<file path="config.mk">
export PLATFORM = sky130hd
export DESIGN_NAME = led_strip_effect_generator_core
export DESIGN_NICKNAME = d
export VERILOG_FILES = /design/src/ledfx_pkg.sv /design/src/led_strip_effect_generator_core.sv /design/src/ledfx_div.sv /design/src/ledfx_dp.sv /design/src/ledfx_ctrl.sv
export SDC_FILE = /design/constraint.sdc
export NUM_CORES = 1
export LEC_CHECK = 0
export BUFFER_PORTS_ARGS = -buffer_cell sky130_fd_sc_hd__buf_4
export CORE_MARGIN = 4
export CORE_UTILIZATION = 35
export CTS_CLUSTER_SIZE = 14
export DETAILED_ROUTE_END_ITERATION = 8
export GPL_TIMING_DRIVEN = 1
export PLACE_DENSITY = 0.48
export SYNTH_ARGS = -nofsm -noshare
export SYNTH_HDL_FRONTEND = slang
export SYNTH_SLANG_ARGS = --single-unit
</file>
<file path="constraint.sdc">
create_clock -name clk -period 15.2 [get_ports clk]
set_input_delay 0.76 -clock clk [delete_from_list [all_inputs] [get_ports clk]]
set_output_delay 0.76 -clock clk [all_outputs]
set_load 0.05 [all_outputs]
</file>
<file path="src/ledfx_pkg.sv">
// Shared types, constants and helper functions of the LED strip effect generator.
package ledfx_pkg;

    // Strip geometry.
    localparam int MAX_STRIP_PIXELS = 64;
    localparam int PIX_W            = $clog2(MAX_STRIP_PIXELS);
    localparam int CNT_W            = $clog2(MAX_STRIP_PIXELS + 1);

    // Configuration port.
    localparam int CFG_IDX_W  = 3;
    localparam int CFG_DATA_W = 16;

    localparam logic [CFG_IDX_W-1:0] REG_MODE  = 3'd0;
    localparam logic [CFG_IDX_W-1:0] REG_COUNT = 3'd1;
    localparam logic [CFG_IDX_W-1:0] REG_RED   = 3'd2;
    localparam logic [CFG_IDX_W-1:0] REG_GREEN = 3'd3;
    localparam logic [CFG_IDX_W-1:0] REG_BLUE  = 3'd4;
    localparam logic [CFG_IDX_W-1:0] REG_SPEED = 3'd5;

    // Effect mode codes.
    localparam logic [2:0] MODE_STATIC  = 3'd0;
    localparam logic [2:0] MODE_RAINBOW = 3'd1;
    localparam logic [2:0] MODE_BLINK   = 3'd2;
    localparam logic [2:0] MODE_PULSE   = 3'd3;
    localparam logic [2:0] MODE_CHASE   = 3'd4;
    localparam logic [2:0] MODE_SPARKLE = 3'd5;

    // Timing constants in milliseconds.
    localparam logic [15:0] RAINBOW_PERIOD = 16'd50;
    localparam logic [15:0] PULSE_PERIOD   = 16'd25;
    localparam logic [15:0] MIN_PERIOD     = 16'd20;
    localparam logic [15:0] DEFAULT_SPEED  = 16'd500;
    localparam logic [15:0] ELAPSED_MAX    = 16'hFFFF;

    // Hue span spread over the strip.
    localparam logic [15:0] HUE_SPAN = 16'd256;

    // Reciprocal for speed / 21: floor(x * 99865 / 2^21) is exact for 16-bit x.
    localparam logic [16:0] RECIP_21       = 17'd99865;
    localparam int          RECIP_21_SHIFT = 21;
    localparam int          STEP_PROD_W    = 33;

    // Sparkle pseudo-random generator.
    localparam logic [15:0] LFSR_SEED = 16'hACE1;
    localparam logic [15:0] LFSR_TAPS = 16'hB400;

    // Serial divider.
    localparam int DIV_STEPS = 16;
    localparam int DIV_CNT_W = $clog2(DIV_STEPS + 1);

    typedef enum logic {
        DIV_PERIOD = 1'b0,
        DIV_FRAME  = 1'b1
    } div_sel_t;

    // Commands from the controller to the datapath.
    typedef struct packed {
        logic     tick_inc;
        logic     div_start;
        div_sel_t div_sel;
        logic     fire;
        logic     div_capture;
        logic     scale_load;
        logic     emit;
    } cmd_t;

    // Status from the datapath to the controller.
    typedef struct packed {
        logic [2:0] mode;
        logic       fire_ok;
        logic       div_done;
        logic       slot_free;
        logic       last;
    } status_t;

    typedef struct packed {
        logic [7:0] r;
        logic [7:0] g;
        logic [7:0] b;
    } rgb_t;

    // Six-segment colour wheel; segments are 43 hue steps wide, the last one 41.
    function automatic rgb_t hue_wheel(input logic [7:0] hue);
        logic [2:0] seg;
        logic [7:0] base;
        logic [7:0] rem;
        logic [7:0] ramp;
        rgb_t       c;
        if (hue < 8'd43) begin
            seg  = 3'd0;
            base = 8'd0;
        end else if (hue < 8'd86) begin
            seg  = 3'd1;
            base = 8'd43;
        end else if (hue < 8'd129) begin
            seg  = 3'd2;
            base = 8'd86;
        end else if (hue < 8'd172) begin
            seg  = 3'd3;
            base = 8'd129;
        end else if (hue < 8'd215) begin
            seg  = 3'd4;
            base = 8'd172;
        end else begin
            seg  = 3'd5;
            base = 8'd215;
        end
        rem  = hue - base;
        ramp = {rem[5:0], 2'b00} + {rem[6:0], 1'b0};
        case (seg)
            3'd0: c = '{r: 8'd255, g: ramp,   b: 8'd0};
            3'd1: c = '{r: ~ramp,  g: 8'd255, b: 8'd0};
            3'd2: c = '{r: 8'd0,   g: 8'd255, b: ramp};
            3'd3: c = '{r: 8'd0,   g: ~ramp,  b: 8'd255};
            3'd4: c = '{r: ramp,   g: 8'd0,   b: 8'd255};
            default: c = '{r: 8'd255, g: 8'd0, b: ~ramp};
        endcase
        return c;
    endfunction

    // One step of the right-shifting Galois LFSR.
    function automatic logic [15:0] lfsr_step(input logic [15:0] s);
        return s[0] ? ((s >> 1) ^ LFSR_TAPS) : (s >> 1);
    endfunction

    // Exact floor(p / 255) for a product of two 8-bit values.
    function automatic logic [7:0] div255(input logic [15:0] p);
        logic [15:0] t;
        t = p + {8'd0, p[15:8]} + 16'd1;
        return t[15:8];
    endfunction

endpackage

</file>
<file path="src/led_strip_effect_generator_core.sv">
// Top level of the LED strip effect generator: controller plus datapath.
//
//  Channel   Handshake                Payload
//  -------   ----------------------   -------------------------------------------
//  input     in_valid / in_ready      tick
//  output    out_valid / out_ready    pixel_index, red, green, blue, last_pixel
//  config    cfg_valid / cfg_ready    cfg_index, cfg_data
//
// A tick that does not end a period only passes the period check, in chase mode after the
// speed / pixel_count division done by the shared serial divider (one bit per cycle).
// A firing tick then emits one pixel per cycle while the output is free; pulse first
// loads the colour scaling, and rainbow, chase and sparkle first wait for the divider.
// Reset is asynchronous and active low; configuration, effect state, control state and
// the output valid flag take their defaults at once and no clearing pass follows.
// A stalled output holds the pixel sequence; the last pixel of a frame may wait in
// the output register while the next item is taken.
module led_strip_effect_generator_core (
    input  logic                             clk,
    input  logic                             rst_n,
    input  logic                             in_valid,
    output logic                             in_ready,
    input  logic                             tick,
    output logic                             out_valid,
    input  logic                             out_ready,
    output logic [ledfx_pkg::PIX_W-1:0]      pixel_index,
    output logic [7:0]                       red,
    output logic [7:0]                       green,
    output logic [7:0]                       blue,
    output logic                             last_pixel,
    input  logic                             cfg_valid,
    output logic                             cfg_ready,
    input  logic [ledfx_pkg::CFG_IDX_W-1:0]  cfg_index,
    input  logic [ledfx_pkg::CFG_DATA_W-1:0] cfg_data
);
    import ledfx_pkg::*;

    cmd_t    cmd;
    status_t st;

    // Configuration writes are always taken.
    assign cfg_ready = 1'b1;

    ledfx_ctrl u_ctrl (
        .clk      (clk),
        .rst_n    (rst_n),
        .in_valid (in_valid),
        .tick     (tick),
        .in_ready (in_ready),
        .st       (st),
        .cmd      (cmd)
    );

    ledfx_dp u_dp (
        .clk         (clk),
        .rst_n       (rst_n),
        .cfg_valid   (cfg_valid),
        .cfg_index   (cfg_index),
        .cfg_data    (cfg_data),
        .cmd         (cmd),
        .st          (st),
        .out_valid   (out_valid),
        .out_ready   (out_ready),
        .pixel_index (pixel_index),
        .red         (red),
        .green       (green),
        .blue        (blue),
        .last_pixel  (last_pixel)
    );

endmodule

</file>
<file path="src/ledfx_div.sv">
// Restoring serial divider, one quotient bit per cycle.
module ledfx_div (
    input  logic                       clk,
    input  logic                       rst_n,
    input  logic                       start,
    input  logic [15:0]                dividend,
    input  logic [ledfx_pkg::CNT_W-1:0] divisor,
    output logic [15:0]                quotient,
    output logic [ledfx_pkg::CNT_W-1:0] remainder,
    output logic                       done
);
    import ledfx_pkg::*;

    logic [15:0]          quo_reg;
    logic [CNT_W-1:0]     rem_reg;
    logic [CNT_W-1:0]     dvs_reg;
    logic [DIV_CNT_W-1:0] cnt_reg;
    logic                 busy_reg;
    logic                 done_reg;

    logic [CNT_W:0]       trial;
    logic [CNT_W:0]       diff;
    logic                 ge;

    // Shift in the next dividend bit and try a subtraction.
    always_comb
    begin
        trial = {rem_reg, quo_reg[15]};
        diff  = trial - {1'b0, dvs_reg};
        ge    = (trial >= {1'b0, dvs_reg});
    end

    // Iteration control.
    always_ff @(posedge clk or negedge rst_n)
    begin
        if (!rst_n)
        begin
            cnt_reg  <= '0;
            busy_reg <= 1'b0;
            done_reg <= 1'b0;
        end
        else
        begin
            done_reg <= 1'b0;
            if (start)
            begin
                cnt_reg  <= DIV_CNT_W'(DIV_STEPS);
                busy_reg <= 1'b1;
            end
            else if (busy_reg)
            begin
                cnt_reg <= cnt_reg - 1'b1;
                if (cnt_reg == DIV_CNT_W'(1))
                begin
                    busy_reg <= 1'b0;
                    done_reg <= 1'b1;
                end
            end
        end
    end

    // Partial remainder and quotient shift register.
    always_ff @(posedge clk)
    begin
        if (start)
        begin
            quo_reg <= dividend;
            rem_reg <= '0;
            dvs_reg <= divisor;
        end
        else if (busy_reg)
        begin
            quo_reg <= {quo_reg[14:0], ge};
            rem_reg <= ge ? diff[CNT_W-1:0] : trial[CNT_W-1:0];
        end
    end

    assign quotient  = quo_reg;
    assign remainder = rem_reg;
    assign done      = done_reg;

    // A start always sets the unit busy.
    a_start_busy: assert property (@(posedge clk) disable iff (!rst_n)
        start |=> busy_reg)
        else $error("divider not busy after start");

    // Completion is a single-cycle pulse.
    a_done_pulse: assert property (@(posedge clk) disable iff (!rst_n)
        done_reg |=> !done_reg)
        else $error("divider done held longer than one cycle");

    // Completion never overlaps an iteration.
    a_done_idle: assert property (@(posedge clk) disable iff (!rst_n)
        done_reg |-> !busy_reg)
        else $error("divider done while still busy");

endmodule

</file>
<file path="src/ledfx_dp.sv">
// Datapath: configuration registers, effect state, pixel generation and output register.
module ledfx_dp (
    input  logic                           clk,
    input  logic                           rst_n,
    input  logic                           cfg_valid,
    input  logic [ledfx_pkg::CFG_IDX_W-1:0]  cfg_index,
    input  logic [ledfx_pkg::CFG_DATA_W-1:0] cfg_data,
    input  ledfx_pkg::cmd_t                cmd,
    output ledfx_pkg::status_t             st,
    output logic                           out_valid,
    input  logic                           out_ready,
    output logic [ledfx_pkg::PIX_W-1:0]    pixel_index,
    output logic [7:0]                     red,
    output logic [7:0]                     green,
    output logic [7:0]                     blue,
    output logic                           last_pixel
);
    import ledfx_pkg::*;

    // Configuration.
    logic [2:0]       mode_reg;
    logic [CNT_W-1:0] count_reg;
    logic [7:0]       red_reg;
    logic [7:0]       green_reg;
    logic [7:0]       blue_reg;
    logic [15:0]      speed_reg;

    // Effect state.
    logic [15:0]      elapsed_reg;
    logic [7:0]       hue_reg;
    logic [8:0]       phase_reg;
    logic             blink_reg;
    logic [PIX_W-1:0] chase_reg;
    logic [15:0]      rand_reg;

    // Frame working registers.
    logic [PIX_W-1:0] pix_reg;
    logic [PIX_W-1:0] lit_reg;
    logic [7:0]       step_a_reg;
    logic [CNT_W-1:0] step_b_reg;
    logic [7:0]       acc_q_reg;
    logic [CNT_W-1:0] acc_r_reg;
    logic [STEP_PROD_W-1:0] step_prod_reg;
    logic [15:0]      scale_r_reg;
    logic [15:0]      scale_g_reg;
    logic [15:0]      scale_b_reg;

    // Output register.
    logic             out_valid_reg;
    logic [PIX_W-1:0] pixel_index_reg;
    logic [7:0]       red_reg_o;
    logic [7:0]       green_reg_o;
    logic [7:0]       blue_reg_o;
    logic             last_pixel_reg;

    logic             mode_wr;
    logic [CNT_W-1:0] count_wr;
    logic [15:0]      speed_wr;

    logic [15:0]      div_dividend;
    logic [15:0]      div_quo;
    logic [CNT_W-1:0] div_rem;
    logic             div_done;

    logic [15:0]      period;
    logic             active;
    logic [11:0]      step_raw;
    logic [8:0]       step9;
    logic [7:0]       bright;
    logic [PIX_W:0]   chase_inc;
    logic [CNT_W:0]   acc_sum;
    logic             acc_wrap;
    rgb_t             pix_color;
    rgb_t             eff_color;
    logic             is_last;

    assign mode_wr = cfg_valid && (cfg_index == REG_MODE);

    // Clamp a written pixel count into 1..MAX_STRIP_PIXELS.
    always_comb
    begin
        if (cfg_data[CNT_W-1:0] == '0)
            count_wr = CNT_W'(1);
        else if (cfg_data[CNT_W-1:0] > CNT_W'(MAX_STRIP_PIXELS))
            count_wr = CNT_W'(MAX_STRIP_PIXELS);
        else
            count_wr = cfg_data[CNT_W-1:0];
        speed_wr = (cfg_data == 16'd0) ? DEFAULT_SPEED : cfg_data;
    end

    // Configuration registers.
    always_ff @(posedge clk or negedge rst_n)
    begin
        if (!rst_n)
        begin
            mode_reg  <= MODE_STATIC;
            count_reg <= CNT_W'(MAX_STRIP_PIXELS);
            red_reg   <= '0;
            green_reg <= '0;
            blue_reg  <= '0;
            speed_reg <= DEFAULT_SPEED;
        end
        else if (cfg_valid)
        begin
            unique case (cfg_index)
                REG_MODE:  mode_reg  <= cfg_data[2:0];
                REG_COUNT: count_reg <= count_wr;
                REG_RED:   red_reg   <= cfg_data[7:0];
                REG_GREEN: green_reg <= cfg_data[7:0];
                REG_BLUE:  blue_reg  <= cfg_data[7:0];
                REG_SPEED: speed_reg <= speed_wr;
                default:   ;
            endcase
        end
    end

    // Shared divider: period of the chase effect, hue step and lit pixel.
    always_comb
    begin
        if (cmd.div_sel == DIV_PERIOD)
            div_dividend = speed_reg;
        else if (mode_reg == MODE_RAINBOW)
            div_dividend = HUE_SPAN;
        else if (mode_reg == MODE_SPARKLE)
            div_dividend = lfsr_step(rand_reg);
        else
            div_dividend = {{(16 - PIX_W){1'b0}}, chase_reg};
    end

    ledfx_div u_div (
        .clk       (clk),
        .rst_n     (rst_n),
        .start     (cmd.div_start),
        .dividend  (div_dividend),
        .divisor   (count_reg),
        .quotient  (div_quo),
        .remainder (div_rem),
        .done      (div_done)
    );

    // Effect period and firing decision.
    always_comb
    begin
        active = 1'b1;
        period = RAINBOW_PERIOD;
        case (mode_reg)
            MODE_RAINBOW: period = RAINBOW_PERIOD;
            MODE_BLINK:   period = speed_reg;
            MODE_PULSE:   period = PULSE_PERIOD;
            MODE_CHASE:   period = (div_quo < MIN_PERIOD) ? MIN_PERIOD : div_quo;
            MODE_SPARKLE: period = ((speed_reg >> 3) < MIN_PERIOD) ? MIN_PERIOD
                                                                   : (speed_reg >> 3);
            MODE_STATIC:  active = 1'b0;
            default:      active = 1'b0;
        endcase
    end

    // Pulse step from the registered reciprocal product, brightness and chase increment.
    always_comb
    begin
        step_raw = step_prod_reg[RECIP_21_SHIFT +: 12];
        step9    = (step_raw == 12'd0) ? 9'd1 : step_raw[8:0];
        bright   = phase_reg[8] ? ~phase_reg[7:0] : phase_reg[7:0];
        chase_inc = {1'b0, div_rem[PIX_W-1:0]} + 1'b1;
    end

    always_ff @(posedge clk)
    begin
        step_prod_reg <= {17'd0, speed_reg} * {16'd0, RECIP_21};
    end

    // Effect state.
    always_ff @(posedge clk or negedge rst_n)
    begin
        if (!rst_n)
        begin
            elapsed_reg <= '0;
            hue_reg     <= '0;
            phase_reg   <= '0;
            blink_reg   <= 1'b1;
            chase_reg   <= '0;
            rand_reg    <= LFSR_SEED;
        end
        else if (mode_wr)
        begin
            elapsed_reg <= '0;
            blink_reg   <= 1'b1;
            phase_reg   <= '0;
            chase_reg   <= '0;
        end
        else
        begin
            if (cmd.tick_inc && (elapsed_reg != ELAPSED_MAX))
                elapsed_reg <= elapsed_reg + 16'd1;
            if (cmd.fire)
            begin
                elapsed_reg <= '0;
                case (mode_reg)
                    MODE_RAINBOW: hue_reg   <= hue_reg + 8'd1;
                    MODE_BLINK:   blink_reg <= ~blink_reg;
                    MODE_PULSE:   phase_reg <= phase_reg + step9;
                    MODE_SPARKLE: rand_reg  <= lfsr_step(rand_reg);
                    default:      ;
                endcase
            end
            if (cmd.div_capture && (mode_reg == MODE_CHASE))
            begin
                if (chase_inc == PIX_W'(0) + {1'b0, count_reg[PIX_W-1:0]} &&
                    ({1'b0, chase_inc} == {1'b0, count_reg}))
                    chase_reg <= '0;
                else if ({1'b0, chase_inc} == {1'b0, count_reg})
                    chase_reg <= '0;
                else
                    chase_reg <= chase_inc[PIX_W-1:0];
            end
        end
    end

    // Rainbow hue accumulator: quotient and remainder of i * 256 / count.
    always_comb
    begin
        acc_sum  = {1'b0, acc_r_reg} + {1'b0, step_b_reg};
        acc_wrap = (acc_sum >= {1'b0, count_reg});
    end

    // Frame working registers.
    always_ff @(posedge clk or negedge rst_n)
    begin
        if (!rst_n)
        begin
            pix_reg <= '0;
        end
        else if (cmd.fire)
        begin
            pix_reg <= '0;
        end
        else if (cmd.emit)
        begin
            pix_reg <= pix_reg + 1'b1;
        end
    end

    always_ff @(posedge clk)
    begin
        if (cmd.fire)
        begin
            acc_q_reg <= '0;
            acc_r_reg <= '0;
        end
        else if (cmd.emit)
        begin
            if (acc_wrap)
            begin
                acc_q_reg <= acc_q_reg + step_a_reg + 8'd1;
                acc_r_reg <= CNT_W'(acc_sum - {1'b0, count_reg});
            end
            else
            begin
                acc_q_reg <= acc_q_reg + step_a_reg;
                acc_r_reg <= acc_sum[CNT_W-1:0];
            end
        end
        if (cmd.div_capture)
        begin
            step_a_reg <= div_quo[7:0];
            step_b_reg <= div_rem;
            lit_reg    <= div_rem[PIX_W-1:0];
        end
        if (cmd.scale_load)
        begin
            scale_r_reg <= {8'd0, red_reg} * {8'd0, bright};
            scale_g_reg <= {8'd0, green_reg} * {8'd0, bright};
            scale_b_reg <= {8'd0, blue_reg} * {8'd0, bright};
        end
    end

    // Colour of the pixel being issued.
    always_comb
    begin
        eff_color = '{r: red_reg, g: green_reg, b: blue_reg};
        case (mode_reg) inside
            MODE_RAINBOW:
                pix_color = hue_wheel(hue_reg + acc_q_reg);
            MODE_BLINK:
                pix_color = blink_reg ? eff_color : '0;
            MODE_PULSE:
                pix_color = '{r: div255(scale_r_reg), g: div255(scale_g_reg),
                              b: div255(scale_b_reg)};
            MODE_CHASE, MODE_SPARKLE:
                pix_color = (pix_reg == lit_reg) ? eff_color : '0;
            default:
                pix_color = '0;
        endcase
        is_last = (({1'b0, pix_reg} + 1'b1) == count_reg);
    end

    // Output register.
    always_ff @(posedge clk or negedge rst_n)
    begin
        if (!rst_n)
            out_valid_reg <= 1'b0;
        else if (cmd.emit)
            out_valid_reg <= 1'b1;
        else if (out_ready)
            out_valid_reg <= 1'b0;
    end

    always_ff @(posedge clk)
    begin
        if (cmd.emit)
        begin
            pixel_index_reg <= pix_reg;
            red_reg_o       <= pix_color.r;
            green_reg_o     <= pix_color.g;
            blue_reg_o      <= pix_color.b;
            last_pixel_reg  <= is_last;
        end
    end

    assign out_valid   = out_valid_reg;
    assign pixel_index = pixel_index_reg;
    assign red         = red_reg_o;
    assign green       = green_reg_o;
    assign blue        = blue_reg_o;
    assign last_pixel  = last_pixel_reg;

    // Status to the controller.
    always_comb
    begin
        st.mode      = mode_reg;
        st.fire_ok   = active && (elapsed_reg >= period);
        st.div_done  = div_done;
        st.slot_free = !out_valid_reg || out_ready;
        st.last      = is_last;
    end

    // A frame always restarts the period counter and the pixel counter.
    a_fire_restart: assert property (@(posedge clk) disable iff (!rst_n)
        (cmd.fire && !mode_wr) |=> (elapsed_reg == 16'd0) && (pix_reg == '0))
        else $error("frame start did not clear counters");

    // The frame mark sits on the final driven pixel.
    a_last_mark: assert property (@(posedge clk) disable iff (!rst_n)
        (out_valid_reg && last_pixel_reg) |->
            (({1'b0, pixel_index_reg} + 1'b1) == count_reg))
        else $error("last pixel mark on wrong position");

    // The output register is never overwritten while its item waits.
    a_no_overwrite: assert property (@(posedge clk) disable iff (!rst_n)
        cmd.emit |-> (!out_valid_reg || out_ready))
        else $error("pixel issued into a full output register");

endmodule

</file>
<file path="src/ledfx_ctrl.sv">
// Controller state machine: tick handling, period check and frame sequencing.
module ledfx_ctrl (
    input  logic               clk,
    input  logic               rst_n,
    input  logic               in_valid,
    input  logic               tick,
    output logic               in_ready,
    input  ledfx_pkg::status_t st,
    output ledfx_pkg::cmd_t    cmd
);
    import ledfx_pkg::*;

    typedef enum logic [5:0] {
        S_IDLE  = 6'b000001,
        S_PDIV  = 6'b000010,
        S_CHECK = 6'b000100,
        S_FDIV  = 6'b001000,
        S_SCALE = 6'b010000,
        S_EMIT  = 6'b100000
    } state_t;

    state_t state_reg;
    state_t state_next;

    // Next state and command decode.
    always_comb
    begin
        state_next = state_reg;
        cmd        = '0;
        in_ready   = 1'b0;
        unique case (state_reg)
            S_IDLE:
            begin
                in_ready = 1'b1;
                if (in_valid && tick)
                begin
                    cmd.tick_inc = 1'b1;
                    if (st.mode == MODE_CHASE)
                    begin
                        cmd.div_start = 1'b1;
                        cmd.div_sel   = DIV_PERIOD;
                        state_next    = S_PDIV;
                    end
                    else
                    begin
                        state_next = S_CHECK;
                    end
                end
            end
            S_PDIV:
            begin
                if (st.div_done)
                    state_next = S_CHECK;
            end
            S_CHECK:
            begin
                if (st.fire_ok)
                begin
                    cmd.fire = 1'b1;
                    case (st.mode) inside
                        MODE_RAINBOW, MODE_CHASE, MODE_SPARKLE:
                        begin
                            cmd.div_start = 1'b1;
                            cmd.div_sel   = DIV_FRAME;
                            state_next    = S_FDIV;
                        end
                        MODE_PULSE:
                            state_next = S_SCALE;
                        default:
                            state_next = S_EMIT;
                    endcase
                end
                else
                begin
                    state_next = S_IDLE;
                end
            end
            S_FDIV:
            begin
                if (st.div_done)
                begin
                    cmd.div_capture = 1'b1;
                    state_next      = S_EMIT;
                end
            end
            S_SCALE:
            begin
                cmd.scale_load = 1'b1;
                state_next     = S_EMIT;
            end
            S_EMIT:
            begin
                if (st.slot_free)
                begin
                    cmd.emit = 1'b1;
                    if (st.last)
                        state_next = S_IDLE;
                end
            end
            default:
                state_next = S_IDLE;
        endcase
    end

    always_ff @(posedge clk or negedge rst_n)
    begin
        if (!rst_n)
            state_reg <= S_IDLE;
        else
            state_reg <= state_next;
    end

    // Issuing the final pixel of a frame returns to idle.
    a_frame_end: assert property (@(posedge clk) disable iff (!rst_n)
        (state_reg == S_EMIT && cmd.emit && st.last) |=> (state_reg == S_IDLE))
        else $error("controller did not return to idle after last pixel");

    // A tick that does not fire produces no pixel and goes back to idle.
    a_no_fire: assert property (@(posedge clk) disable iff (!rst_n)
        (state_reg == S_CHECK && !st.fire_ok) |=> (state_reg == S_IDLE && !cmd.emit))
        else $error("non-firing tick did not return to idle");

    // Divider results are only consumed while waiting for them.
    a_capture_wait: assert property (@(posedge clk) disable iff (!rst_n)
        cmd.div_capture |-> (state_reg == S_FDIV) && st.div_done)
        else $error("divider result captured outside its wait state");

endmodule

</file>
* Word level (Yosys, flattened, before mapping)
Index checks and enable logic that the tools add are counted.
** Word-level totals
- Register bits after elaboration :: 304
- Bits of input ports :: 25
- Output and inout bits :: 34
- Word-level logic and storage cells :: 227
** Cells by class
- Eq/ne operators :: 31
- Bitwise logic cells :: 5
- $lt $le $gt $ge :: 11
- Muxes and demuxes :: 85
- Add/subtract/negate cells :: 21
- $mul :: 4
- Reduce and logical (&&, ||, !) cells :: 35
** Operator list (count)
- $mux W16 :: 11
- $mux W24 :: 6
- $pmux W24 S5 :: 1
- $mux W6 :: 14
- $mux W7 :: 10
- $add A16 B1 Y16 const B :: 4
- $pmux W16 S4 :: 1
- $add A16 B8 Y16 :: 3
- $mul A8 B8 Y16 :: 3
- $mux W9 :: 4
- $pmux W6 S6 :: 1
- $mul A16 B17 Y33 const B :: 1
- $add A8 B8 Y8 :: 3
- $lt A8 B8 Y1 const B :: 3
- $mux W3 :: 8
- $mux W1 :: 21
- $sub A7 B7 Y7 :: 3
- $eq A3 B2 Y1 const B :: 6
- $add A8 B1 Y8 const B :: 2
- $ge A16 B16 Y1 :: 1
- $ge A8 B7 Y1 :: 2
- $logic_not A16 Y1 :: 1
- $lt A16 B5 Y1 const B :: 1
- $mux W8 :: 2
- other kinds (45) :: 80

* Longest topological paths before layout
Gate-level depths: netlist of the first run.
- Word-level depth :: 13
- Depth in mapped cells :: 25
- Gate-level depth less buffers :: 25

* Modules after synthesis
A second synthesis of the first run with hierarchy kept.
** Second synthesis, totals
- Cell total of the unflattened synthesis :: 2643
- Area, all modules :: 25524.5 µm²
** By module, submodules not included
- ledfx_dp :: area each 23108.4 µm², seq. area each 6211.0 µm², cells each 2415, instances 1
- ledfx_div :: area each 1906.8 µm², seq. area each 1006.0 µm², cells each 162, instances 1
- ledfx_ctrl :: area each 498.0 µm², seq. area each 151.4 µm², cells each 64, instances 1
- led_strip_effect_generator_core :: area each 11.3 µm², seq. area each 0.0 µm², cells each 2, instances 1

* Worst setup path after synthesis of the first run
OpenSTA, ideal clock, no wires.
- Kind :: reg2reg
- Start point :: reg u_ctrl.state_reg[3]
- End point :: reg u_dp.scale_b_reg[0], enable pin
- Library setup time :: 0.525 ns
- Data arrival time :: 4.596 ns
- Clock period less this slack :: 5.121 ns
- Path slack :: 10.079 ns
- Stages on the path, launching flop included :: 4
- Path buffers :: 1
- Data required time :: 14.675 ns
- Path through :: dfrtp_1 buf_2 or4_1 nor3b_1
** Between the ends
- Cells in the longest elaborated chain, start to end :: 2
** RTL lines
- start: declaration :: RTL line ledfx_ctrl.sv:22 : state_t state_reg;
- start signal: assignment :: RTL line ledfx_ctrl.sv:110 : state_reg <= state_next;
- $eq A6 B5 Y1 :: RTL line ledfx_ctrl.sv:31 : unique case (state_reg)
- $mux W1 :: RTL line ledfx_ctrl.sv:31
- end signal: assignment :: RTL line ledfx_dp.sv:273 : scale_b_reg <= {8'd0, blue_reg} * {8'd0, bright};
- end: declaration :: RTL line ledfx_dp.sv:46 : logic [15:0] scale_b_reg;
No other way between the ends.
A chain may end at the register's enable or synchronous reset.

==> results of run 1 <==
cell usage in the layout (no fill, tap or decap), types with 17 or more instances in the layout:
cell                        instances
sky130_fd_sc_hd__a31oi_1           20
sky130_fd_sc_hd__a21oi_1           93
sky130_fd_sc_hd__dfstp_2           17
sky130_fd_sc_hd__xnor2_1          104
sky130_fd_sc_hd__dfxtp_1           34
sky130_fd_sc_hd__nor3_1            34
sky130_fd_sc_hd__a211oi_1          24
sky130_fd_sc_hd__buf_4             76
sky130_fd_sc_hd__nand4_1           17
sky130_fd_sc_hd__and3_1            23
sky130_fd_sc_hd__nand3_1           52
sky130_fd_sc_hd__fa_1             160
sky130_fd_sc_hd__nor2_1           133
sky130_fd_sc_hd__o21a_1            20
sky130_fd_sc_hd__o211ai_1          22
sky130_fd_sc_hd__edfxtp_1         117
sky130_fd_sc_hd__ha_1             331
sky130_fd_sc_hd__xor2_1            70
sky130_fd_sc_hd__nor2b_1           29
sky130_fd_sc_hd__o21ai_0           90
sky130_fd_sc_hd__mux2i_1           18
sky130_fd_sc_hd__mux2_2            48
sky130_fd_sc_hd__nand2_1          239
sky130_fd_sc_hd__a21o_1            38
sky130_fd_sc_hd__dfrtp_1          109
sky130_fd_sc_hd__nand2b_1          26
sky130_fd_sc_hd__or2_2             20
sky130_fd_sc_hd__and2_1           112
sky130_fd_sc_hd__clkbuf_16         38
sky130_fd_sc_hd__inv_1            281
cell families (layout without fill, tap and decap cells):
group                    after synthesis  count (layout)
AND/OR/NAND/NOR                      748             748
adder cells (fa/ha/maj)              491             491
AO/OA/AOI/OAI                        439             439
buffers and inverters                385             426
flip-flops                           277             277
XOR/XNOR                             175             175
multiplexers                          66              66
other                                  1               1
layer usage:
metal | routed length, um | global-route usage (%) | up-vias | share of wire, %
met4 | 1580 | 4.06 | 0 | 2.4
met2 | 30200 | 28.3 | 385 | 46
met3 | 3240 | 3.17 | 92 | 4.9
li1 | - | - | 8927 | -
met1 | 31000 | 23.5 | 9119 | 47
met5 | 0 | 0 | - | 0
power groups by stage:
| stage | combinational (mW) | sequential (mW) | clock (mW) |
|---|---|---|---|
| after floorplan | 1.92 | 1.02 | 0 |
| after global placement | 2.42 | 1.15 | 0 |
| after detailed placement | 2.45 | 1.14 | 0 |
| after CTS | 2.48 | 1.13 | 0.878 |
| after global routing | 2.83 | 1.15 | 0.911 |
| final | 2.42 | 1.13 | 0.849 |
cell usage after synthesis (all sizes together), types with 8 or more instances:
library cell / number / area share [%]
o21a: 20 / 0.60
dfstp: 17 / 1.8
a211oi: 25 / 0.76
fa: 160 / 13
nor2: 136 / 2.0
mux2i: 18 / 0.71
a221oi: 13 / 0.45
and2: 114 / 2.8
nor4: 11 / 0.33
nand2b: 26 / 0.65
nand3b: 8 / 0.24
nand4: 17 / 0.42
inv: 283 / 4.2
o211ai: 22 / 0.66
a22oi: 12 / 0.38
or2: 20 / 0.50
nand3: 53 / 1.1
xnor2: 104 / 3.6
and3: 23 / 0.57
buf: 37 / 0.73
a221o: 10 / 0.40
xor2: 71 / 2.5
a31oi: 21 / 0.58
dfxtp: 34 / 2.7
dfrtp: 109 / 11
mux2: 48 / 2.1
nor3: 37 / 0.80
nand2: 239 / 3.6
o21bai: 10 / 0.30
a21o: 38 / 1.1
ha: 331 / 16
a21oi: 96 / 2.0
nor2b: 29 / 0.72
edfxtp: 117 / 14
o21ai: 93 / 1.9
clkbuf: 65 / 0.97
worst max-delay path by stage:
stage | to | slack (ps) | startpoint | cells past startpoint
2_1_floorplan | u_dp.scale_b_reg[0]$_DFFE_PP_ | 10080 | u_ctrl.state_reg[3]$_DFFE_PN0P_ | 3
3_3_place_gp | u_dp.red[7]$_DFFE_PP_ | 9270 | u_dp.hue_reg[0]$_DFFE_PN0P_ | 19
3_5_place_dp | u_dp.red[7]$_DFFE_PP_ | 9170 | u_dp.hue_reg[0]$_DFFE_PN0P_ | 21
4_1_cts | u_dp.red[7]$_DFFE_PP_ | 9160 | u_dp.hue_reg[0]$_DFFE_PN0P_ | 21
5_1_grt | u_dp.red[7]$_DFFE_PP_ | 8610 | u_dp.hue_reg[0]$_DFFE_PN0P_ | 21
6_report | u_dp.red[7]$_DFFE_PP_ | 9100 | u_dp.hue_reg[0]$_DFFE_PN0P_ | 21
metrics by stage:
stage | worst slack (ps) | total power [mW] | hold slack (ps) | util, % | cell area (um2)
floorplan | 10080 | 2.93 | 420 | - | 25200
global placement | 9270 | 3.56 | 449 | 37.2 | 26600
detailed placement | 9170 | 3.59 | 457 | 37.2 | 26600
CTS | 9160 | 4.48 | 197 | 38.8 | 27700
global route | 8610 | 4.89 | 223 | 38.8 | 27700
finish | 9100 | 4.41 | 197 | 38.8 | 27700
layout make-up:
cell class / instances / area share (%)
tap: 950 / 4.28
multi-input combinational: 1920 / 59.0
sequential: 277 / 26.6
clock buffer: 47 / 3.62
clock inverter: 19 / 0.586
timing repair buffer: 77 / 2.10
inverter: 283 / 3.83
==> flow_summary.toml, run 1 <==
[outcome]
outcome = "finished clean"

[critical_path]
worstPathBufferInverterCount = 1
crit_path_launch_type = "flip-flop"
timing.critical_path.max_delay_family = "compound AO/OA/AOI/OAI gates"
slowest_stage = "sky130_fd_sc_hd__a2111oi_0"
worstSetupEndpointType = "flip-flop"
crit_path_max_incr_delay_ps = 620
crit_fanout = 12
worst_r2r_setup_slack_ps = 9100
timing.critical_path.cells = "ha_1 -> inv_1 -> fa_1 -> nand2b_1 -> a2111oi_0 -> a211oi_2 -> a21oi_2 -> and3b_1 -> a21oi_1 -> ha_1 -> o21a_1 -> o31a_1 -> a21oi_1 -> ha_1 -> o21ai_0 -> o21bai_1 -> a21oi_1 -> xor2_1 -> xnor2_1 -> mux2i_1 -> a32oi_1"
arrival_ps = 6350
worst_ep_required_time_ps = 15440
critical_path.reg2reg.endpoint = "u_dp.red[7]$_DFFE_PP_"
worstSetupPathType = "flip-flop to flip-flop"
r2r_start = "u_dp.hue_reg[0]$_DFFE_PN0P_"
reg2regPathDepth = 21

[floorplan]
design.portCount = 59
die_area_mm2 = 0.0764
rows = 98
core_mm2 = 0.0715
initial_core_util_pct = 35.3
die_height_um = 276
chipWidth_um = 276

[power]
power.clock.fraction_pct = 19.3
ir_worst_vdd_mv = 0.156
power_report.internal_total_mw = 2.51
switching_share_pct = 43.0
total_leakage_power_nw = 13.1
combinational_power_share_pct = 55.0
p_sw_mw = 1.89
power_per_cell_area_mw_per_mm2 = 159
sequentialPowerShare_pct = 25.7

[clock_network]
cts_tree = "done"
clock-sinks = 277
cts_repair_resize_count = 0
cts_root_buffer = "sky130_fd_sc_hd__clkbuf_16"
cts-root-to-sink-buffers = 3
cts_setup_buffers = 0
cts_hold_buffers = 0
clkTransAtPathRegs_ps = 60
cts_made_buffers = 36
htree_levels = 2
clock_insertion_delay_worst_skew_ps = 560

[grt]
leftover_overflow_at_the_end_of_global_routing = 0
grt_max_degree = 70
antenna_violations_before_repair = 1
grt_first_pass_wirelength_um = 106000
vias_in_the_first_global_route = 19100
grt.total_usage_pct = 17.2

[yosys]
multiplexer_fraction_of_the_synthesized_cell_area_pct = 2.86
synthAdderAreaFrac_pct = 29.1
synth-simple-area-share_pct = 14.9
synth_area_per_cell_um2 = 9.76
synth_seq_area_share_pct = 29.2
synth.cell_area_mm2 = 0.0252
synth_top_family_by_area = "adder cells"
synth_edf_count = 117
syn-instance-count = 2582
ys.flop_type = "sky130_fd_sc_hd__edfxtp_1"
parity_gate_share_of_the_synthesized_area_counting_xor_and_xnor_cells_pct = 6.11
async_flop_share_pct = 45.5
synth-compound-area-share_pct = 11.8
yosysWarnings = 0
distinct_cell_type_count_after_synthesis = 91
synth.ff_latch_count = 277
synth_nets = 3098

[routing]
vias = 18500
mean_routed_wirelength_per_cell_um = 18.5
drt_pass1_iterations = 6
antenna_violating_nets_post_route = 0
drc = 0
route.detailed.vias_per_inst = 5.18
drt-total-wl_um = 66000
drt_iter0_markers = 1009

[final_layout]
multi_input_comb_area_mm2 = 0.0164
num_antenna_cells = 0
syn_to_final_growth_pct = 10.1
ff_latch_area_mm2 = 0.00737
net_total_in_the_final_layout = 3111
instances_no_fill = 3573
post_route_cells_drive_above_1_share_pct = 9.57
filler_cell_count_in_the_final_layout = 7110

[timing]
final-hold-violation-count = 0
fmax_ghz = 0.164
finalCriticalPeriod_ps = 6100
setup-violations-final = 0
finalClockSkew_ps = 32.3
final_min_period_over_clock_period_pct = 40.2
rsz_0062_raised_after_global_routing = "no"
timing_max_transition_violations_final = 0
max_slew.worst_pin.slew_ps = 1250
finalSetupTns_ps = 0
slew_headroom_pct = 16.5

[min_path]
min_path_type = "input pin to asynchronous set/reset pin"

[placement]
dp_cells = 3507
dp_hpwl_um = 51100
io_buffers = 57
place.gp.congestion = 0.862

[job]
cap_viol_max_count = 0
(Power assumes the default switching activity.)
==> run 2: changes to the inputs <==
--- a/config.mk
+++ b/config.mk
@@ -11,7 +11,7 @@
 export CTS_CLUSTER_SIZE = 14
 export DETAILED_ROUTE_END_ITERATION = 8
 export GPL_TIMING_DRIVEN = 1
-export PLACE_DENSITY = 0.48
+export PLACE_DENSITY = 0.49
 export SYNTH_ARGS = -nofsm -noshare
 export SYNTH_HDL_FRONTEND = slang
 export SYNTH_SLANG_ARGS = --single-unit
==> constraint.sdc (replaced) <==
create_clock -name clk -period 5.4 [get_ports clk]
set_input_delay 0.27 -clock clk [delete_from_list [all_inputs] [get_ports clk]]
set_output_delay 0.27 -clock clk [all_outputs]
set_load 0.05 [all_outputs]
==> run 2 against run 1 <==
Against the previous run:
- count of clock-buffer cells in the layout rose by 4
- power rose to 2.9 times the previous value
- final cell count rose by 1.5%
- critical path type unchanged
- critical endpoint unchanged
- largest cell class unchanged
- largest power group unchanged
==> flow_summary.toml, run 2 (same netlist as run 1, synthesis figures left out) <==
[outcome]
outcome = "finished clean"

[timing]
final-hold-violation-count = 0
fin_ws_ps = 298
setup-violations-final = 0
timing_max_transition_violations_final = 0
finalCriticalPeriod_ps = 5100
fmax_ghz = 0.196
max_slew.worst_pin.slew_ps = 1130
finalClockSkew_ps = 28.9
slew_headroom_pct = 22.7
final_min_period_over_clock_period_pct = 94.5

[power]
power_per_cell_area_mw_per_mm2 = 444
switching_share_pct = 42.8
power.clock.fraction_pct = 18.8
design_power_total_mw = 12.6
p_sw_mw = 5.38
ir_worst_vdd_mv = 0.480
total_leakage_power_nw = 13.3
combinational_power_share_pct = 56.3
power_report.internal_total_mw = 7.19
sequentialPowerShare_pct = 24.9

[final_layout]
syn_to_final_growth_pct = 12.3
num_antenna_cells = 0
post-route-util_pct = 39.6
mostFrequentLayoutCell = "sky130_fd_sc_hd__ha_1"
most-common-layout-cells = "sky130_fd_sc_hd__ha_1, sky130_fd_sc_hd__inv_1, sky130_fd_sc_hd__nand2_1, sky130_fd_sc_hd__fa_1, sky130_fd_sc_hd__nor2_1"
post_route_cells_drive_above_1_share_pct = 11.7
net_total_in_the_final_layout = 3165
filler_cell_count_in_the_final_layout = 7055
fin_area_mm2 = 0.0283

[floorplan]
die_area_mm2 = 0.0764
design.portCount = 59
rows = 98
chipWidth_um = 276
die_height_um = 276
initial_core_util_pct = 35.3
core_mm2 = 0.0715

[clock_network]
clock_insertion_delay_worst_skew_ps = 560
clkTransAtPathRegs_ps = 60
cts_made_buffers = 36
clock-sinks = 277
cts_root_buffer = "sky130_fd_sc_hd__clkbuf_16"
cts_tree = "done"
htree_levels = 2
cts-root-to-sink-buffers = 3

[critical_path]
crit_path_launch_type = "flip-flop"
reg2regPathDepth = 20
worstSetupEndpointType = "flip-flop"
worstSetupPathType = "flip-flop to flip-flop"
arrival_ps = 5390
crit_path_max_incr_delay_ps = 440
crit_fanout = 8
worst_ep_required_time_ps = 5690
slowest_stage = "sky130_fd_sc_hd__dfrtp_1"
timing.critical_path.cells = "ha_4 -> inv_2 -> a311o_1 -> or3b_4 -> nor4_4 -> a21oi_2 -> o21ai_0 -> nand2_1 -> ha_1 -> nor2b_1 -> o31a_1 -> a21oi_1 -> ha_1 -> o21ai_0 -> o21bai_1 -> a21oi_1 -> xor2_1 -> xnor2_2 -> mux2i_1 -> a32oi_1"

[routing]
mean_routed_wirelength_per_cell_um = 18.1
drt_iter0_markers = 1087
antenna_violating_nets_post_route = 0
route.detailed.vias_per_inst = 5.17
drt-total-wl_um = 65700
drc = 0
drt_pass1_iterations = 8
vias = 18800

[min_path]
min_path_cells = 3
min_path_type = "input pin to flip-flop"

[grt]
grt_max_degree = 71
grt.total_usage_pct = 17.1
grt_first_pass_wirelength_um = 106000
antenna_violations_before_repair = 0
vias_in_the_first_global_route = 19200
leftover_overflow_at_the_end_of_global_routing = 0

[placement]
io_buffers = 57
place.gp.congestion = 0.896
dp_slack_ps = 97.3
post_dp_cell_area_mm2 = 0.0270
dp_hpwl_um = 52000

[job]
cap_viol_max_count = 0
==> run 2: final cells by class <==
class | count | area [um2] | area share (%)
Clock buffer | 51 | 1030 | 3.63
Clock inverter | 13 | 116 | 0.411
Inverter | 283 | 1060 | 3.75
Multi-Input combinational cell | 1920 | 16500 | 58.2
Sequential cell | 277 | 7370 | 26.0
Tap cell | 950 | 1190 | 4.20
Timing Repair Buffer | 131 | 1060 | 3.74
==> run 2: through the flow <==
stage	hold WS [ps]	std cells	setup TNS (ps)
after detailed placement	293	3552	0
after global routing	24.1	3625	-4.22
after CTS	3.37	3625	0
after floorplan	-25.6	2582	0
after global placement	288	3552	0
final	34.4	3625	0
==> run 2: power by group through the flow <==
stage / combinational [mW] / sequential [mW] / clock (mW)
final: 7.08 / 3.13 / 2.36
after global routing: 8.22 / 3.17 / 2.53
after CTS: 7.16 / 3.12 / 2.44
after detailed placement: 7.07 / 3.16 / 0
after global placement: 6.99 / 3.15 / 0
after floorplan: 5.40 / 2.86 / 0
==> run 2: layer usage <==
layer	part of all wire (%)	wire length [um]	GRT usage (%)
met5	0	0	0
met1	47	30800	23.8
met4	2.7	1790	4.66
met2	46	30200	27.9
met3	4.4	2920	2.46
==> run 2: what timing repair did <==
item                                   in CTS  in global routing
resized for setup                           0                 25
setup buffers                               0                  0
setup endpoints to repair                   0                 12
endpoints found under the hold margin      58                  0
hold buffers                                9                  0
==> run 2: critical path: cells and delay by family, from the launching register on <==
kind | cells | cell delay, ps
muxes | 1 | 230
DFF | 1 | 440
and+or+nand+nor | 4 | 1130
buffers and inverters | 1 | 50
xor gates and xnor gates | 2 | 460
AOI/OAI and AO/OA | 9 | 1600
adders and majority gates | 3 | 940
==> run 2: path summary, 6_finish.rpt <==
path / from / end / slack (ps)
worst max-delay path: u_dp.hue_reg[5]$_DFFE_PN0P_ / u_dp.red[7]$_DFFE_PP_ / 300
max in group asynchronous: rst_n / u_dp.phase_reg[8]$_DFFE_PN0P_ / 3620
worst min register to register: u_dp.acc_r_reg[6]$_SDFFE_PP0P_ / u_dp.acc_r_reg[6]$_SDFFE_PP0P_ / 460
min in group asynchronous: rst_n / u_dp.pix_reg[4]$_DFFE_PN0P_ / 280
worst max register to register: u_dp.hue_reg[5]$_DFFE_PN0P_ / u_dp.red[7]$_DFFE_PP_ / 300
worst min-delay path: out_ready / u_dp.out_valid$_DFFE_PN0P_ / 30
==> run 3: changes to the inputs <==
--- a/config.mk
+++ b/config.mk
@@ -6,12 +6,13 @@
 export NUM_CORES = 1
 export LEC_CHECK = 0
 export BUFFER_PORTS_ARGS = -buffer_cell sky130_fd_sc_hd__buf_4
-export CORE_MARGIN = 4
+export CORE_MARGIN = 2
 export CORE_UTILIZATION = 35
 export CTS_CLUSTER_SIZE = 14
 export DETAILED_ROUTE_END_ITERATION = 8
 export GPL_TIMING_DRIVEN = 1
-export PLACE_DENSITY = 0.49
+export MAX_ROUTING_LAYER = met4
+export PLACE_DENSITY = 0.48
 export SYNTH_ARGS = -nofsm -noshare
 export SYNTH_HDL_FRONTEND = slang
 export SYNTH_SLANG_ARGS = --single-unit
==> constraint.sdc (replaced) <==
create_clock -name clk -period 5.33 [get_ports clk]
set_input_delay 0.2665 -clock clk [delete_from_list [all_inputs] [get_ports clk]]
set_output_delay 0.2665 -clock clk [all_outputs]
set_load 0.05 [all_outputs]
==> run 3 against run 2 <==
Against the previous run:
- sequential power rose by 2%
- largest power group unchanged
- final area up 0.29%
- clock skew grew 5.0 ps
- setup slack lost 79 ps
- final cell count grew 0.22%
- via count is 0.31% lower
- highest routed layer unchanged
- utilization grew 0.18 points
- sequential cell count unchanged
==> flow_summary.toml, run 3 (same netlist as run 1, synthesis figures left out) <==
[outcome]
outcome = "finished clean"

[critical_path]
worst_ep_required_time_ps = 5750
arrival_ps = 5540
reg2regPathDepth = 17
worstPathBufferInverterCount = 3
worstSetupEndpointType = "flip-flop"
crit_path_launch_type = "flip-flop"
critical-path-top-cell-by-count = "sky130_fd_sc_hd__ha_1"
crit_fanout = 5
worstSetupPathType = "flip-flop to flip-flop"
timing.critical_path.max_delay_family = "adder cells"
worst-path-stages = 17
crit_path_max_incr_delay_ps = 560
timing.critical_path.cells = "inv_1 -> ha_1 -> ha_1 -> ha_1 -> inv_1 -> fa_1 -> inv_1 -> fa_1 -> fa_1 -> ha_1 -> or3_1 -> a211oi_4 -> nor2_1 -> o21a_1 -> o21a_1 -> o21ai_0 -> a21oi_1"
slowest_stage = "sky130_fd_sc_hd__fa_1"

[min_path]
min_path_type = "input pin to flip-flop"
min_path_cells = 3

[clock_network]
clkTransAtPathRegs_ps = 60
clock-sinks = 277
cts_root_buffer = "sky130_fd_sc_hd__clkbuf_16"
cts_tree = "done"
cts-root-to-sink-buffers = 3
cts_made_buffers = 35
clock_insertion_delay_worst_skew_ps = 560
htree_levels = 2

[floorplan]
initial_core_util_pct = 35.3
core_mm2 = 0.0714
die_height_um = 272
rows = 98
die_area_mm2 = 0.0742
chipWidth_um = 272
design.portCount = 59

[final_layout]
mostFrequentLayoutCell = "sky130_fd_sc_hd__ha_1"
fin_area_mm2 = 0.0284
most-common-layout-cells = "sky130_fd_sc_hd__ha_1, sky130_fd_sc_hd__inv_1, sky130_fd_sc_hd__nand2_1, sky130_fd_sc_hd__fa_1, sky130_fd_sc_hd__nor2_1"
syn_to_final_growth_pct = 12.6
net_total_in_the_final_layout = 3171
post_route_cells_drive_above_1_share_pct = 12.0
post-route-util_pct = 39.8

[timing]
timing_max_transition_violations_final = 0
fmax_ghz = 0.196
fin_ws_ps = 219
final-hold-violation-count = 0
finalCriticalPeriod_ps = 5110
max_slew.worst_pin.slew_ps = 1080
finalClockSkew_ps = 33.9
final_min_period_over_clock_period_pct = 95.9
slew_headroom_pct = 26.1
hold_ws_ps = 32.7
rsz_0062_raised_after_global_routing = "yes"
setup-violations-final = 0

[routing]
drt-total-wl_um = 66800
mean_routed_wirelength_per_cell_um = 18.4
drc = 0
drt_iter0_markers = 1256
antenna_violating_nets_post_route = 0
route.detailed.vias_per_inst = 5.14
drt_pass1_iterations = 6
vias = 18700

[placement]
io_buffers = 57
place.gp.congestion = 0.908
dp_hpwl_um = 52500
post_dp_cell_area_mm2 = 0.0270
dp_slack_ps = -111

[job]
cap_viol_max_count = 0

[grt]
antenna_violations_before_repair = 2
grt_max_degree = 71
grt_first_pass_wirelength_um = 108000
vias_in_the_first_global_route = 19300
leftover_overflow_at_the_end_of_global_routing = 0
grt.total_usage_pct = 18.9

[power]
power_per_cell_area_mw_per_mm2 = 455
ir_worst_vdd_mv = 0.589
design_power_total_mw = 12.9
total_leakage_power_nw = 13.4
## run 3: cell types whose count changed in the layout (fill, tap and decap cells not counted), moves of 2 or more
cell and change:
sky130_fd_sc_hd__a211oi_4 +2, sky130_fd_sc_hd__buf_4 +4, sky130_fd_sc_hd__clkbuf_16 -2, sky130_fd_sc_hd__clkinv_1 +4, sky130_fd_sc_hd__clkinv_2 -3, sky130_fd_sc_hd__dlygate4sd3_1 +2, sky130_fd_sc_hd__fa_1 -2, sky130_fd_sc_hd__fa_2 +2
sky130_fd_sc_hd__ha_2 +2, sky130_fd_sc_hd__ha_4 -2, sky130_fd_sc_hd__inv_16 +2, sky130_fd_sc_hd__o21ai_0 -2, sky130_fd_sc_hd__o21ai_1 +2, sky130_fd_sc_hd__xor2_2 +2
## run 3: worst paths after layout
| kind | to | slack [ps] | start |
|---|---|---|---|
| max | u_dp.step_prod_reg[24]$_DFF_P_ | 220 | u_dp.speed_reg[9]$_DFFE_PN0P_ |
| min | u_dp.out_valid$_DFFE_PN0P_ | 30 | out_ready |
| max reg2reg | u_dp.step_prod_reg[24]$_DFF_P_ | 220 | u_dp.speed_reg[9]$_DFFE_PN0P_ |
| min reg2reg | u_dp.acc_r_reg[6]$_SDFFE_PP0P_ | 480 | u_dp.acc_r_reg[6]$_SDFFE_PP0P_ |
| max in group asynchronous | u_dp.phase_reg[8]$_DFFE_PN0P_ | 3600 | rst_n |
| min in group asynchronous | u_dp.pix_reg[1]$_DFFE_PN0P_ | 220 | rst_n |
## run 3: where the power goes
| group | leakage (nW) | switching [mW] | internal [mW] |
|---|---|---|---|
| Clock | 0.536 | 0.983 | 1.35 |
| Combinational | 9.87 | 4.08 | 3.33 |
| Sequential | 2.95 | 0.526 | 2.66 |
| Total | 13.4 | 5.59 | 7.33 |
## run 3: repair_timing
| item | 4_1_cts | 5_1_grt |
|---|---|---|
| buffers inserted | 0 | 1 |
| resized for setup | 4 | 34 |
| hold buffers | 11 | 0 |
| endpoints found under the hold margin | 61 | 0 |
| endpoints found under the setup margin | 3 | 20 |
| pin swaps | 0 | 9 |
## run 3: worst register-to-register path, cell delays in order (launching register included)
cell and delay [ps]:
sky130_fd_sc_hd__dfrtp_1 520, sky130_fd_sc_hd__inv_1 140, sky130_fd_sc_hd__ha_1 350, sky130_fd_sc_hd__ha_1 240
sky130_fd_sc_hd__ha_1 280, sky130_fd_sc_hd__inv_1 70, sky130_fd_sc_hd__fa_1 560, sky130_fd_sc_hd__inv_1 70
sky130_fd_sc_hd__fa_1 480, sky130_fd_sc_hd__fa_1 490, sky130_fd_sc_hd__ha_1 220, sky130_fd_sc_hd__or3_1 420
sky130_fd_sc_hd__a211oi_4 340, sky130_fd_sc_hd__nor2_1 120, sky130_fd_sc_hd__o21a_1 240, sky130_fd_sc_hd__o21a_1 180
sky130_fd_sc_hd__o21ai_0 170, sky130_fd_sc_hd__a21oi_1 90
## run 3: area by class of cell
cell class,count,area [um2]
Antenna cell,1,2.50
Clock buffer,50,982
Clock inverter,14,131
Fill cell,7106,43000
Inverter,283,1060
Multi-Input combinational cell,1920,16500
Sequential cell,277,7370
Tap cell,950,1190
Timing Repair Buffer,138,1130
## run 3: per-layer routing
metal	GRT usage [%]	share of wire, %	vias up
li1	-	-	9038
met3	2.37	4.2	72
met5	-	0	-
met2	30.6	47	372
met1	25.5	47	9209
met4	3.50	1.5	0
## run 3: through the flow
step / instances / setup TNS [ps]
2_1_floorplan: 2582 / 0
3_3_place_gp: 3556 / 0
3_5_place_dp: 3556 / -227
4_1_cts: 3631 / 0
5_1_grt: 3633 / -103
6_report: 3633 / 0
